==> src/rtl/core/swpc_pkg.sv <==
// Shared types and constants for the soil watering pump controller.
`default_nettype none

package swpc_pkg;

    // Width of the millisecond time counters, default value.
    localparam int TIME_BITS_DEFAULT = 32;

    // Field and register widths.
    localparam int MOIST_BITS   = 7;
    localparam int PERIOD_BITS  = 24;
    localparam int CFG_DATA_BITS = 24;
    localparam int CFG_IDX_BITS = 3;

    // Configuration register indexes.
    localparam logic [CFG_IDX_BITS-1:0] REG_MOISTURE_LOW    = 3'd0;
    localparam logic [CFG_IDX_BITS-1:0] REG_MOISTURE_HIGH   = 3'd1;
    localparam logic [CFG_IDX_BITS-1:0] REG_SAMPLE_PERIOD   = 3'd2;
    localparam logic [CFG_IDX_BITS-1:0] REG_MAX_RUN_TIME    = 3'd3;
    localparam logic [CFG_IDX_BITS-1:0] REG_COOLDOWN_TIME   = 3'd4;
    localparam logic [CFG_IDX_BITS-1:0] REG_MANUAL_RUN_TIME = 3'd5;

    // Configuration reset values.
    localparam logic [MOIST_BITS-1:0]  MOISTURE_LOW_RESET    = 7'd30;
    localparam logic [MOIST_BITS-1:0]  MOISTURE_HIGH_RESET   = 7'd70;
    localparam logic [PERIOD_BITS-1:0] SAMPLE_PERIOD_RESET   = 24'd1000;
    localparam logic [PERIOD_BITS-1:0] MAX_RUN_TIME_RESET    = 24'd10000;
    localparam logic [PERIOD_BITS-1:0] COOLDOWN_TIME_RESET   = 24'd30000;
    localparam logic [PERIOD_BITS-1:0] MANUAL_RUN_TIME_RESET = 24'd5000;

    // Held moisture value before the first sensor latch.
    localparam logic [MOIST_BITS-1:0] HELD_MOISTURE_RESET = 7'd45;

    // LED status codes.
    localparam logic [1:0] LED_ALL_CLEAR  = 2'd0;
    localparam logic [1:0] LED_PUMP_ACTIVE = 2'd1;
    localparam logic [1:0] LED_LOW      = 2'd2;
    localparam logic [1:0] LED_SENSOR   = 2'd3;

    // Configuration register set as seen by the control logic.
    typedef struct packed {
        logic [MOIST_BITS-1:0]  moisture_low;
        logic [MOIST_BITS-1:0]  moisture_high;
        logic [PERIOD_BITS-1:0] sample_period;
        logic [PERIOD_BITS-1:0] max_run_time;
        logic [PERIOD_BITS-1:0] cooldown_time;
        logic [PERIOD_BITS-1:0] manual_run_time;
    } cfg_t;

endpackage

`default_nettype wire

==> src/rtl/core/swpc_cfg_regs.sv <==
// Configuration register file of the soil watering pump controller.
`default_nettype none

module swpc_cfg_regs
    import swpc_pkg::*;
(
    input  wire logic                     clk,
    input  wire logic                     rst_n,
    input  wire logic                     cfg_write,
    input  wire logic [CFG_IDX_BITS-1:0]  cfg_index,
    input  wire logic [CFG_DATA_BITS-1:0] cfg_data,
    output cfg_t                          cfg
);

    cfg_t cfg_reg;
    cfg_t cfg_next;

    always_comb
    begin
        cfg_next = cfg_reg;
        if (cfg_write)
        begin
            unique case (cfg_index)
                REG_MOISTURE_LOW:    cfg_next.moisture_low    = cfg_data[MOIST_BITS-1:0];
                REG_MOISTURE_HIGH:   cfg_next.moisture_high   = cfg_data[MOIST_BITS-1:0];
                REG_SAMPLE_PERIOD:   cfg_next.sample_period   = cfg_data[PERIOD_BITS-1:0];
                REG_MAX_RUN_TIME:    cfg_next.max_run_time    = cfg_data[PERIOD_BITS-1:0];
                REG_COOLDOWN_TIME:   cfg_next.cooldown_time   = cfg_data[PERIOD_BITS-1:0];
                REG_MANUAL_RUN_TIME: cfg_next.manual_run_time = cfg_data[PERIOD_BITS-1:0];
                default:             cfg_next = cfg_reg;
            endcase
        end
    end

    always_ff @(posedge clk or negedge rst_n)
    begin
        if (!rst_n)
        begin
            cfg_reg.moisture_low    <= MOISTURE_LOW_RESET;
            cfg_reg.moisture_high   <= MOISTURE_HIGH_RESET;
            cfg_reg.sample_period   <= SAMPLE_PERIOD_RESET;
            cfg_reg.max_run_time    <= MAX_RUN_TIME_RESET;
            cfg_reg.cooldown_time   <= COOLDOWN_TIME_RESET;
            cfg_reg.manual_run_time <= MANUAL_RUN_TIME_RESET;
        end
        else
        begin
            cfg_reg <= cfg_next;
        end
    end

    assign cfg = cfg_reg;

endmodule

`default_nettype wire

==> src/rtl/core/swpc_elapsed.sv <==
// Elapsed-time check: has a limit passed since a recorded time, with clamping.
`default_nettype none

module swpc_elapsed
    import swpc_pkg::*;
#(
    parameter int TIME_BITS = TIME_BITS_DEFAULT
)
(
    input  wire logic [TIME_BITS-1:0]   now,
    input  wire logic [TIME_BITS-1:0]   then_time,
    input  wire logic [PERIOD_BITS-1:0] limit,
    output logic                        reached
);

    localparam int CMP_BITS = (TIME_BITS > PERIOD_BITS) ? TIME_BITS : PERIOD_BITS;

    logic [TIME_BITS-1:0] diff;

    assign diff = now - then_time;

    // A recorded time later than now counts as zero elapsed.
    always_comb
    begin
        if (now >= then_time)
            reached = CMP_BITS'(diff) >= CMP_BITS'(limit);
        else
            reached = (limit == '0);
    end

endmodule

`default_nettype wire

==> src/rtl/core/swpc_core.sv <==
// Controller state and the per-tick update of mode, sensor latch and pump.
`default_nettype none

module swpc_core
    import swpc_pkg::*;
#(
    parameter int TIME_BITS = TIME_BITS_DEFAULT
)
(
    input  wire logic                  clk,
    input  wire logic                  rst_n,
    input  wire logic                  step,
    input  cfg_t                       cfg,
    input  wire logic                  toggle_press,
    input  wire logic                  water_press,
    input  wire logic [MOIST_BITS-1:0] moisture_now,
    input  wire logic                  sensor_good,
    output logic                       pump_drive,
    output logic                       manual_mode,
    output logic [1:0]                 led_code
);

    logic [TIME_BITS-1:0]  time_now_reg,          time_now_next;
    logic [TIME_BITS-1:0]  last_sample_reg,       last_sample_next;
    logic [TIME_BITS-1:0]  pump_start_reg,        pump_start_next;
    logic [TIME_BITS-1:0]  pump_end_reg,          pump_end_next;
    logic [TIME_BITS-1:0]  manual_start_reg,      manual_start_next;
    logic [MOIST_BITS-1:0] held_moisture_reg,     held_moisture_next;
    logic                  held_ok_reg,           held_ok_next;
    logic                  mode_manual_reg,       mode_manual_next;
    logic                  pump_running_reg,      pump_running_next;
    logic                  session_reg,           session_next;

    // Values after the button stage.
    logic                 btn_mode;
    logic                 btn_running;
    logic                 btn_session;
    logic [TIME_BITS-1:0] btn_pump_start;
    logic [TIME_BITS-1:0] btn_pump_end;
    logic [TIME_BITS-1:0] btn_manual_start;

    logic sample_due;
    logic cooldown_done;
    logic max_run_done;
    logic manual_done;

    // Buttons: toggle first, then the manual press.
    always_comb
    begin
        btn_mode         = mode_manual_reg ^ toggle_press;
        btn_running      = pump_running_reg;
        btn_pump_end     = pump_end_reg;
        btn_pump_start   = pump_start_reg;
        btn_session      = session_reg;
        btn_manual_start = manual_start_reg;
        if (toggle_press && btn_mode)
        begin
            if (pump_running_reg)
                btn_pump_end = time_now_reg;
            btn_running = 1'b0;
        end
        if (water_press && btn_mode)
        begin
            btn_session      = 1'b1;
            btn_manual_start = time_now_reg;
            btn_running      = 1'b1;
            btn_pump_start   = time_now_reg;
        end
    end

    swpc_elapsed #(.TIME_BITS(TIME_BITS)) u_sample (
        .now       (time_now_reg),
        .then_time (last_sample_reg),
        .limit     (cfg.sample_period),
        .reached   (sample_due)
    );

    swpc_elapsed #(.TIME_BITS(TIME_BITS)) u_cooldown (
        .now       (time_now_reg),
        .then_time (btn_pump_end),
        .limit     (cfg.cooldown_time),
        .reached   (cooldown_done)
    );

    swpc_elapsed #(.TIME_BITS(TIME_BITS)) u_max_run (
        .now       (time_now_reg),
        .then_time (btn_pump_start),
        .limit     (cfg.max_run_time),
        .reached   (max_run_done)
    );

    swpc_elapsed #(.TIME_BITS(TIME_BITS)) u_manual (
        .now       (time_now_reg),
        .then_time (btn_manual_start),
        .limit     (cfg.manual_run_time),
        .reached   (manual_done)
    );

    // Sensor latch, then the auto or manual pump control.
    always_comb
    begin
        logic turn_off;

        turn_off           = 1'b0;
        time_now_next      = time_now_reg + {{(TIME_BITS-1){1'b0}}, 1'b1};
        mode_manual_next   = btn_mode;
        session_next       = btn_session;
        manual_start_next  = btn_manual_start;
        pump_running_next  = btn_running;
        pump_start_next    = btn_pump_start;
        pump_end_next      = btn_pump_end;
        last_sample_next   = last_sample_reg;
        held_moisture_next = held_moisture_reg;
        held_ok_next       = held_ok_reg;

        if (sample_due)
        begin
            last_sample_next   = time_now_reg;
            held_moisture_next = moisture_now;
            held_ok_next       = sensor_good;
        end

        if (!btn_mode)
        begin
            if (!held_ok_next)
                turn_off = 1'b1;
            else if (!btn_running)
            begin
                if ((held_moisture_next < cfg.moisture_low) && cooldown_done)
                begin
                    pump_running_next = 1'b1;
                    pump_start_next   = time_now_reg;
                end
            end
            else if (max_run_done || (held_moisture_next >= cfg.moisture_high))
                turn_off = 1'b1;
        end
        else if (btn_session)
        begin
            if (manual_done)
            begin
                session_next = 1'b0;
                turn_off     = 1'b1;
            end
        end
        else
            turn_off = 1'b1;

        if (turn_off)
        begin
            if (btn_running)
                pump_end_next = time_now_reg;
            pump_running_next = 1'b0;
        end

        pump_drive  = pump_running_next;
        manual_mode = btn_mode;
        priority if (!held_ok_next)
            led_code = LED_SENSOR;
        else if (pump_running_next)
            led_code = LED_PUMP_ACTIVE;
        else if (held_moisture_next < cfg.moisture_low)
            led_code = LED_LOW;
        else
            led_code = LED_ALL_CLEAR;
    end

    always_ff @(posedge clk or negedge rst_n)
    begin
        if (!rst_n)
        begin
            time_now_reg      <= '0;
            last_sample_reg   <= '0;
            pump_start_reg    <= '0;
            pump_end_reg      <= '0;
            manual_start_reg  <= '0;
            held_moisture_reg <= HELD_MOISTURE_RESET;
            held_ok_reg       <= 1'b1;
            mode_manual_reg   <= 1'b0;
            pump_running_reg  <= 1'b0;
            session_reg       <= 1'b0;
        end
        else if (step)
        begin
            time_now_reg      <= time_now_next;
            last_sample_reg   <= last_sample_next;
            pump_start_reg    <= pump_start_next;
            pump_end_reg      <= pump_end_next;
            manual_start_reg  <= manual_start_next;
            held_moisture_reg <= held_moisture_next;
            held_ok_reg       <= held_ok_next;
            mode_manual_reg   <= mode_manual_next;
            pump_running_reg  <= pump_running_next;
            session_reg       <= session_next;
        end
    end

endmodule

`default_nettype wire

==> src/rtl/core/soil_watering_pump_controller_unit.sv <==
// Top level of the soil watering pump controller: input and result registers.
//
//   Channel   Handshake               Payload
//   -------   ---------------------   -------------------------------------------
//   in        in_valid / in_stall     toggle_press, water_press, moisture_now,
//                                     sensor_good (one millisecond tick per beat)
//   out       out_valid / out_stall   pump_drive, manual_mode, led_code
//   cfg       cfg_write               cfg_index, cfg_data (write only)
//
// Each tick beat is captured in an input register. When the result register is
// free or being emptied, the controller state is updated and the result is
// written to the output register.
// One tick is taken every cycle while the output is not stalled; the single
// update path through the state registers sets this rate. A stall on the output
// holds the result register, and the input register then holds its beat and
// raises in_stall. Reset is asynchronous and active low and returns the
// controller state, configuration and valid flags to their reset values; the
// input and result data registers are not reset, and there is no clearing pass.
`default_nettype none

module soil_watering_pump_controller_unit
    import swpc_pkg::*;
#(
    parameter int TIME_BITS = TIME_BITS_DEFAULT
)
(
    input  wire logic                     clk,
    input  wire logic                     rst_n,

    input  wire logic                     in_valid,
    output logic                          in_stall,
    input  wire logic                     toggle_press,
    input  wire logic                     water_press,
    input  wire logic [MOIST_BITS-1:0]    moisture_now,
    input  wire logic                     sensor_good,

    output logic                          out_valid,
    input  wire logic                     out_stall,
    output logic                          pump_drive,
    output logic                          manual_mode,
    output logic [1:0]                    led_code,

    input  wire logic                     cfg_write,
    input  wire logic [CFG_IDX_BITS-1:0]  cfg_index,
    input  wire logic [CFG_DATA_BITS-1:0] cfg_data
);

    cfg_t cfg;

    // Input register.
    logic                  in_valid_reg;
    logic                  toggle_reg;
    logic                  water_reg;
    logic [MOIST_BITS-1:0] moisture_reg;
    logic                  good_reg;

    // Result register.
    logic                  out_valid_reg;
    logic                  pump_reg;
    logic                  mode_reg;
    logic [1:0]            led_reg;

    logic                  step;
    logic                  in_take;
    logic                  res_pump;
    logic                  res_mode;
    logic [1:0]            res_led;

    // A tick is processed when the result register is free or being emptied.
    assign step     = in_valid_reg && (!out_valid_reg || !out_stall);
    assign in_stall = in_valid_reg && !step;
    assign in_take  = in_valid && !in_stall;

    swpc_cfg_regs u_cfg (
        .clk       (clk),
        .rst_n     (rst_n),
        .cfg_write (cfg_write),
        .cfg_index (cfg_index),
        .cfg_data  (cfg_data),
        .cfg       (cfg)
    );

    swpc_core #(.TIME_BITS(TIME_BITS)) u_core (
        .clk          (clk),
        .rst_n        (rst_n),
        .step         (step),
        .cfg          (cfg),
        .toggle_press (toggle_reg),
        .water_press  (water_reg),
        .moisture_now (moisture_reg),
        .sensor_good  (good_reg),
        .pump_drive   (res_pump),
        .manual_mode  (res_mode),
        .led_code     (res_led)
    );

    always_ff @(posedge clk or negedge rst_n)
    begin
        if (!rst_n)
        begin
            in_valid_reg  <= 1'b0;
            out_valid_reg <= 1'b0;
        end
        else
        begin
            if (in_take)
                in_valid_reg <= 1'b1;
            else if (step)
                in_valid_reg <= 1'b0;

            if (step)
                out_valid_reg <= 1'b1;
            else if (!out_stall)
                out_valid_reg <= 1'b0;
        end
    end

    always_ff @(posedge clk)
    begin
        if (in_take)
        begin
            toggle_reg   <= toggle_press;
            water_reg    <= water_press;
            moisture_reg <= moisture_now;
            good_reg     <= sensor_good;
        end
        if (step)
        begin
            pump_reg <= res_pump;
            mode_reg <= res_mode;
            led_reg  <= res_led;
        end
    end

    assign out_valid   = out_valid_reg;
    assign pump_drive  = pump_reg;
    assign manual_mode = mode_reg;
    assign led_code    = led_reg;

endmodule

`default_nettype wire
==> config.mk <==
export PLATFORM = sky130hd
export DESIGN_NAME = soil_watering_pump_controller_unit
export DESIGN_NICKNAME = d
export VERILOG_FILES = /design/src/rtl/core/swpc_pkg.sv /design/src/rtl/core/swpc_cfg_regs.sv /design/src/rtl/core/swpc_elapsed.sv /design/src/rtl/core/swpc_core.sv /design/src/rtl/core/soil_watering_pump_controller_unit.sv
export SDC_FILE = /design/constraint.sdc
export NUM_CORES = 1
export LEC_CHECK = 0
export BUFFER_PORTS_ARGS = -buffer_cell sky130_fd_sc_hd__buf_2
export CORE_MARGIN = 3
export CORE_UTILIZATION = 55
export DETAILED_ROUTE_END_ITERATION = 10
export PLACE_DENSITY = 0.78
export SYNTH_ARGS = -nofsm -noshare
export SYNTH_HDL_FRONTEND = slang
export SYNTH_SLANG_ARGS = --single-unit
==> constraint.sdc <==
create_clock -name clk -period 7.7 [get_ports clk]
set_input_delay 1.54 -clock clk [delete_from_list [all_inputs] [get_ports clk]]
set_output_delay 1.54 -clock clk [all_outputs]
set_load 0.01 [all_outputs]
## After elaboration in Yosys (flattened, before gate mapping)

Cells that the tools add are included.

- Register bits: 297
- Bits in latches: 0
- Memory bits (writable): 0
- ROM bits: 0
- Input bits: 42
- Output and inout port bits: 6
- Word-level logic and storage cells: 114
- Memories kept: 0

- Add/sub/neg operators: 5
- Multipliers: 0
- Div/mod/pow operators: 0
- $lt $le $gt $ge: 10
- Equality and inequality tests: 6
- Shift operators: 0
- Multiplexer cells: 39
- Bitwise gates (word level): 2
- Reductions and logical operators: 26

Operators by type and width:

| operator | count |
|---|---|
| 2-to-1 mux 32 bit | 10 |
| >= comparator 32 x 24 -> 1 bit | 4 |
| >= comparator 32 bit | 4 |
| subtractor 32 bit | 4 |
| logical NOT 24 bit | 4 |
| adder 32 x 1 -> 32 bit (second input constant) | 1 |
| 2-to-1 mux 1 bit | 26 |
| AND reduction 2 bit | 7 |
| >= comparator 7 bit | 1 |
| less-than comparator 7 bit | 1 |
| 2-to-1 mux 7 bit | 1 |
| == test 3 x 2 -> 1 bit (second input constant) | 2 |
| == test 3 bit (second input constant) | 2 |
| logical AND 1 bit | 6 |
| logical NOT 1 bit | 4 |
| 2-to-1 mux 2 bit | 2 |
| == test 3 x 1 -> 1 bit (second input constant) | 1 |
| logical NOT 3 bit | 1 |
| logical OR 1 bit | 2 |
| inequality test 2 x 1 -> 1 bit (second input constant) | 1 |
| nonzero test 2 bit | 1 |
| OR reduction 2 bit | 1 |
| NOT 1 bit | 1 |
| bitwise XOR 1 bit | 1 |

## Logic depth before layout (Yosys ltp)

Gate-level depths: netlist (run 1).

- Depth after elaboration: 13
- Mapped depth: 35
- Gate-level depth less buffers: 33

## By module

From an unflattened synthesis (run 1), not the netlist that was laid out.

- Cells, all modules: 2489
- Area, all modules: 23147.2 µm²

By module, submodules not included:

| module | instances | cells an instance | area each (µm²) |
|---|---|---|---|
| swpc_core | 1 | 763 | 8195.4 |
| swpc_elapsed (u_core.u_cooldown ...) | 2 | 363 | 2469.9 |
| swpc_cfg_regs | 1 | 238 | 4398.0 |
| swpc_elapsed (u_core.u_max_run) | 1 | 372 | 2555.0 |
| swpc_elapsed (u_core.u_sample) | 1 | 368 | 2546.2 |
| soil_watering_pump_controller_unit | 1 | 22 | 513.0 |

## Least setup slack after synthesis (run 1)

No wires, ideal clock.

- Kind: register to register
- Start: register u_core.time_now_reg[1]
- End: register u_core.pump_end_reg[0]
- Library setup time: 0.125 ns
- Arrival: 6.559 ns
- Data required time: 7.575 ns
- Setup slack: 1.016 ns
- Cell stages (with the launch flop): 34
- Path buffers: 1
- Clock period less this slack: 6.684 ns
- Cell sequence: dfrtp_1 ha_1 or2b_1 a21oi_2 o21ai_2 nand2_1 inv_1 o21ai_0 a21oi_1 o21ai_0 xor2_1 ha_1 a21o_1 a21o_1 a21oi_1 o21ai_0 a211oi_1 and4_1 a31oi_2 mux2_2 ha_1 nand2_1 o21ai_0 a31oi_1 o21ai_0 nor4_1 mux2i_1 a2111oi_0 and4_1 o31a_1 a221o_2 a21oi_4 buf_12 mux2_4

- Longest elaborated chain between the ends: 11

Ends and longest elaborated chain:

| element | RTL line | RTL |
|---|---|---|
| start, declared | swpc_core.sv:23 | `logic [TIME_BITS-1:0] time_now_reg, time_now_next;` |
| start signal, assigned | swpc_core.sv:185 | `time_now_reg <= time_now_next;` |
| subtractor 32 bit | swpc_elapsed.sv:20 | `assign diff = now - then_time;` |
| >= comparator 32 x 24 -> 1 bit | swpc_elapsed.sv:26 | `reached = CMP_BITS'(diff) >= CMP_BITS'(limit);` |
| 2-to-1 mux 1 bit * | swpc_elapsed.sv:25 | `if (now >= then_time)` |
| 2-to-1 mux 7 bit * | swpc_core.sv:116 | `if (sample_due)` |
| net u_core.held_moisture_next[2] | swpc_core.sv:28 | `logic [MOIST_BITS-1:0] held_moisture_reg, held_moisture_next;` |
| >= comparator 7 bit * | swpc_core.sv:135 | `else if (max_run_done \|\| (held_moisture_next >= cfg.moisture_high))` |
| logical OR 1 bit * | swpc_core.sv:135 |  |
| 2-to-1 mux 1 bit * | swpc_core.sv:135 |  |
| 2-to-1 mux 1 bit * | swpc_core.sv:127 | `else if (!btn_running)` |
| 2-to-1 mux 1 bit * | swpc_core.sv:125 | `if (!held_ok_next)` |
| 2-to-1 mux 1 bit * | swpc_core.sv:123 | `if (!btn_mode)` |
| 2-to-1 mux 32 bit * | swpc_core.sv:149 | `if (turn_off)` |
| end signal, assigned | swpc_core.sv:188 | `pump_end_reg <= pump_end_next;` |
| end, declared | swpc_core.sv:26 | `logic [TIME_BITS-1:0] pump_end_reg, pump_end_next;` |

Mark *: on every way through the listed nets, which the timed path passes. The rest lies on a longest branch.
A chain may end at the register's enable or synchronous reset.

## Final worst setup path (run 1)

- Start: register u_core.time_now_reg[1]
- End: register u_core.pump_end_reg[7]

The elaborated chain is that of the path after synthesis.

==> results.sh, run 1 <==
export IMPL_antenna_found_initial=1
export IMPL_ant_nets=0
export IMPL_grt_setup_unrepaired="false"
export IMPL_cp_arrival_ns=7.73
export IMPL_fp_row_count=74
export IMPL_p_total_mw=10.3
export IMPL_vdd_drop_max_uv=385
export IMPL_hold_path_class="register to register"
export IMPL_syn_cell_area_sq_mm=0.0234
export IMPL_fillers=3418
export IMPL_ioPinCount=48
export IMPL_yosys_area_top_type="dfrtp_1"
export IMPL_dieHeight_um=212
export IMPL_synth_top_area_frac=0.266
export IMPL_die_area_sq_mm=0.0450
export IMPL_status="finished, final reports clean"
export IMPL_fin_skew_ns=0.0144
export IMPL_synth_compound_area_frac=0.188
export IMPL_p_per_area_mw_per_mm2=404
export IMPL_wl_per_cell_um=21.7
export IMPL_yosysSeqAreaShare=0.323
export IMPL_dr_pass1_iters=5
export IMPL_clk_latency_ns=0.55
export IMPL_wl_um=69200
export IMPL_synth_async_reset_ratio=0.953
export IMPL_cts_max_level=2
export IMPL_final_nets=2913
export IMPL_viasPerCell=6.43
export IMPL_drtIter0Drc=1746
export IMPL_drv_slew=0
export IMPL_slowest_stage="dfrtp_1"
export IMPL_ys_seq_elements=297
export IMPL_cts_inserted_buffers=36
export IMPL_ctsRootBufferMaster="clkbuf_16"
export IMPL_setup_viol=0
export IMPL_worst_path_max_fanout=12
export IMPL_final_common_cell="dfrtp_1"
export IMPL_r2r_start="u_core.time_now_reg[1]"
export IMPL_portBuffers=47
export IMPL_synth_ff_type="dfrtp_1"
export IMPL_tns_ns=0
export IMPL_largest_register_ffs=110
export IMPL_crit_path_start="u_core.time_now_reg[1]"
export IMPL_initial_core_util=0.564
export IMPL_p_leak_nw=12.2
export IMPL_place_gp_congestion=1.01
export IMPL_crit_path_end_kind="register"
export IMPL_synth_area_leaders="dfrtp_1, ha_1, mux2_2, o21ai_0, a21oi_1"
export IMPL_critPathMaxStageDelay_ns=0.41
export IMPL_grt_ovfl_total=0
export IMPL_cts_sinks=297
export IMPL_grt_first_pass_wirelength_um=109000
export IMPL_cts_clk_slew_worst_paths_ns=0.06
export IMPL_critPathLaunchType="register"
export IMPL_layout_drive_gt1_share=0.137
export IMPL_grt_total_usage=0.306
export IMPL_final_period_utilization=0.947
export IMPL_timing_fmax_mhz=137
export IMPL_cts_hold_buffers=0
export IMPL_grt_max_degree=118
export IMPL_dp_final_hpwl_um=51800
export IMPL_die_w_um=212
export IMPL_vias=20498
export IMPL_hold_violations=0
export IMPL_min_from="u_core.manual_start_reg[23]"
export IMPL_clockBufferDepth=3
export IMPL_synth_distinct_cells=87
export IMPL_postSynthCellCount=2618
export IMPL_relSlewSlack=0.239
export IMPL_post_cts_buffers=0
export IMPL_crit_type="register to register"
export IMPL_synth_edf_count=14
export IMPL_area_growth_synth_to_final_pct=9.18
export IMPL_synthSimpleGateAreaFrac=0.156
export IMPL_cp_data_required_time_ns=8.14
export IMPL_synthesis_nets=2903
export IMPL_yosys_mux_area_fraction=0.0969
export IMPL_maxCapViolations=0
export IMPL_synth_xor_area_frac=0.0503
export IMPL_reg2reg_depth=31
export IMPL_synth_fa_ha_area_frac=0.131
export IMPL_r2r_end="u_core.pump_end_reg[7]"
export IMPL_drc_errors=0
export IMPL_grt_pass1_vias=20182
export IMPL_layout_common_cells="dfrtp_1, nand2_1, ha_1"
export IMPL_cts_resized=0
export IMPL_synth_avg_cell_area_sq_um=8.92
export IMPL_r2r_setup_slack_ns=0.41
export IMPL_endpoint="u_core.pump_end_reg[7]"
export IMPL_cts_tree="built"
export IMPL_synth_top_family_by_area="compound AO/OA/AOI/OAI gates"
export IMPL_tightestPinTransition_ns=1.14
export IMPL_fin_crit_ns=7.29
export IMPL_core_area_sq_mm=0.0414
export IMPL_ys_warn_count=0
==> worst min path at each step <==
stage | end | cells past startpoint
2_1_floorplan | u_core.manual_start_reg[10] | 2
3_3_place_gp | u_core.manual_start_reg[23] | 2
3_5_place_dp | u_core.manual_start_reg[4] | 2
4_1_cts | u_core.manual_start_reg[4] | 2
5_1_grt | u_core.manual_start_reg[11] | 2
6_report | u_core.manual_start_reg[23] | 2
==> cell type report <==
cell class	instances	area, sq um	area share
clock buffer	48	1030	0.0403
timing repair buffer	103	691	0.0271
antenna	1	2.50	0.0000981
inverter	185	694	0.0272
sequential	297	7550	0.296
multi-input combinational	2005	14600	0.572
tap	532	666	0.0261
clock inverter	18	279	0.0109
==> cells by family (layout without fill, tap and decap cells) <==
family,after synthesis,count (layout)
xor+xnor,134,134
fa+ha+maj,243,243
mux,199,199
other cells,0,1
flops,297,297
buf+inv,316,354
simple gates,731,731
compound gates,698,698
==> layer usage <==
| layer | vias to the layer above | track usage | wire length [um] |
|---|---|---|---|
| li1 | 9526 | - | - |
| met1 | 9999 | 0.406 | 29100 |
| met2 | 792 | 0.497 | 31500 |
| met3 | 181 | 0.0494 | 5480 |
| met4 | 0 | 0.135 | 3070 |
| met5 | - | 0 | 0 |
==> power breakdown <==
group          total (mW)  switching [mW]  internal (mW)
registers            2.07           0.176           1.89
logic                6.33            3.60           2.73
clock network        1.89           0.711           1.18
==> synthesized netlist by cell type, types with 27 or more instances <==
library cell  number
a21oi_1          200
o21a_1            27
dfrtp_1          248
nor4_1            36
nor3_1            32
ha_1             239
dfstp_2           35
clkbuf_1         103
nand2_1          245
a221oi_1          34
nand4_1           78
mux2i_1           72
nor2_1            99
o21ai_0          217
xor2_1            49
and3_1            47
xnor2_1           85
nor2b_1           47
inv_1            185
mux2_2            97
nand3_1           76
mux2_4            30
a21o_1            67
==> through the flow <==
step                      cells  setup slack, ns  hold slack [ns]  cell area [sq um]   util
after floorplan            2618             1.02            0.449              23400      -
after global placement     3122            0.529            0.462              24200  0.584
after detailed placement   3122            0.393            0.470              24200  0.584
after CTS                  3188            0.322            0.482              25500  0.616
after global routing       3188          0.00917            0.511              25500  0.616
final                      3189            0.407            0.477              25500  0.616
==> critical path: cells and delay by family, from the launching register on <==
family | cells | cell delay [ns]
simple gates | 6 | 1.48
xor+xnor | 1 | 0.28
fa+ha+maj | 3 | 0.91
flops | 1 | 0.41
compound gates | 15 | 2.67
mux | 3 | 0.83
buf+inv | 3 | 0.59
(Power assumes the default switching activity.)
==> run 2, diff against run 1 <==
CORE_UTILIZATION = 30   (was 55)
PLACE_DENSITY = 0.4   (was 0.78)
clock period = 9.1 ns   (was 7.7 ns; I/O delays follow)
==> results.sh, run 2 (same netlist as run 1, synthesis figures left out) <==
export IMPL_initial_core_util=0.305
export IMPL_worst_path_max_fanout=32
export IMPL_hold_depth=2
export IMPL_vdd_drop_max_uv=113
export IMPL_drv_slew=0
export IMPL_relSlewSlack=0.227
export IMPL_layout_common_cells="dfrtp_1, nand2_1, ha_1"
export IMPL_grt_pass1_vias=19874
export IMPL_r2r_start="u_core.time_now_reg[0]"
export IMPL_pre_cts_ws_ns=1.18
export IMPL_crit_path_end_kind="register"
export IMPL_die_area_sq_mm=0.0812
export IMPL_cts_tree="built"
export IMPL_wl_um=90000
export IMPL_cp_common_cell="o21ai_0"
export IMPL_dieHeight_um=285
export IMPL_ctsRootBufferMaster="clkbuf_16"
export IMPL_wl_per_cell_um=24.4
export IMPL_final_period_utilization=0.884
export IMPL_slowest_stage="dfrtp_1"
export IMPL_p_leak_nw=12.2
export IMPL_r2r_end="u_core.pump_end_reg[16]"
export IMPL_grt_total_usage=0.217
export IMPL_setup_viol=0
export IMPL_tightestPinTransition_ns=1.15
export IMPL_maxCapViolations=0
export IMPL_drtIter0Drc=1313
export IMPL_hold_end="u_core.manual_start_reg[10]"
export IMPL_area_growth_synth_to_final_pct=11.9
export IMPL_place_gp_congestion=0.895
export IMPL_tns_ns=0
export IMPL_ioPinCount=48
export IMPL_status="finished, final reports clean"
export IMPL_largest_register_ffs=110
export IMPL_grt_setup_unrepaired="false"
export IMPL_dp_cells=3619
export IMPL_dr_pass1_iters=7
export IMPL_cts_sinks=297
export IMPL_cp_data_required_time_ns=9.54
export IMPL_cts_clk_slew_worst_paths_ns=0.05
export IMPL_layout_drive_gt1_share=0.137
export IMPL_cts_max_level=2
export IMPL_reg2reg_depth=35
export IMPL_grt_ovfl_total=0
export IMPL_grt_first_pass_wirelength_um=132000
export IMPL_portBuffers=47
export IMPL_clockBufferDepth=3
export IMPL_fillers=7937
export IMPL_critPathLaunchType="register"
export IMPL_vias=20050
export IMPL_critPathMaxStageDelay_ns=0.48
export IMPL_setup_slack_ns=1.06
export IMPL_timing_fmax_mhz=124
export IMPL_hold_violations=0
export IMPL_drc_errors=0
export IMPL_fp_row_count=101
export IMPL_final_common_cell="dfrtp_1"
export IMPL_grt_max_degree=100
export IMPL_fin_crit_ns=8.04
export IMPL_min_from="u_core.manual_start_reg[10]"
export IMPL_cts_inserted_buffers=40
export IMPL_hold_path_class="register to register"
export IMPL_antenna_found_initial=10
export IMPL_cp_arrival_ns=8.48
export IMPL_post_cts_buffers=0
export IMPL_clk_latency_ns=0.58
export IMPL_die_w_um=285
export IMPL_crit_type="register to register"
export IMPL_core_area_sq_mm=0.0766
export IMPL_final_nets=2916
export IMPL_cts_resized=0
export IMPL_dp_final_hpwl_um=67400
export IMPL_ant_nets=0
export IMPL_antennaDiodeCount=0
export IMPL_cts_hold_buffers=0
export IMPL_fin_skew_ns=0.0309
export IMPL_viasPerCell=5.43
export IMPL_fin_cells=3692
export IMPL_p_per_area_mw_per_mm2=338
export IMPL_r2r_setup_slack_ns=1.06
==> run 2: how the worst max path moves through the flow <==
stage,to,from,depth (start not counted)
3_5_place_dp,u_core.pump_end_reg[16],u_core.time_now_reg[0],35
5_1_grt,u_core.pump_end_reg[17],u_core.time_now_reg[0],35
4_1_cts,u_core.pump_end_reg[16],u_core.time_now_reg[0],35
2_1_floorplan,u_core.pump_end_reg[0],u_core.time_now_reg[1],33
3_3_place_gp,u_core.pump_end_reg[16],u_core.time_now_reg[0],35
6_report,u_core.pump_end_reg[16],u_core.time_now_reg[0],35
==> run 2: per-stage QoR <==
step,hold WS [ns],power [mW],utilization,area (sq um)
6_report,0.479,8.82,0.341,26100
2_1_floorplan,0.449,5.66,-,23400
5_1_grt,0.506,9.59,0.341,26100
3_3_place_gp,0.462,7.16,0.324,24800
3_5_place_dp,0.470,7.20,0.324,24800
4_1_cts,0.483,8.91,0.341,26100
==> run 2: power breakdown <==
part | internal, mW | switching, mW
Clock | 0.985 | 0.654
Combinational | 2.28 | 3.14
Sequential | 1.60 | 0.159
==> run 2: critical path, delay by kind of cell, from the launching register on <==
family,cells,cell delay (ns)
multiplexers,3,0.92
adder cells (fa/ha/maj),3,0.82
AO/OA/AOI/OAI,18,3.67
buffers and inverters,4,0.69
XOR/XNOR,1,0.20
AND/OR/NAND/NOR,6,1.08
flip-flops,1,0.48
==> run 2: layout make-up <==
class / count / area (sq um) / share of cell area
clock inverter: 16 / 169 / 0.00646
clock buffer: 57 / 1180 / 0.0450
multi-input combinational: 2005 / 14600 / 0.558
timing repair buffer: 102 / 671 / 0.0257
inverter: 185 / 694 / 0.0266
sequential: 297 / 7550 / 0.289
tap: 1030 / 1290 / 0.0493
==> run 2: routing by layer <==
layer,GRT usage,vias up,wire length [um]
li1,-,9541,-
met1,0.301,9884,41800
met2,0.351,508,41100
met3,0.0304,115,4490
met4,0.0645,2,2630
met5,0,-,13
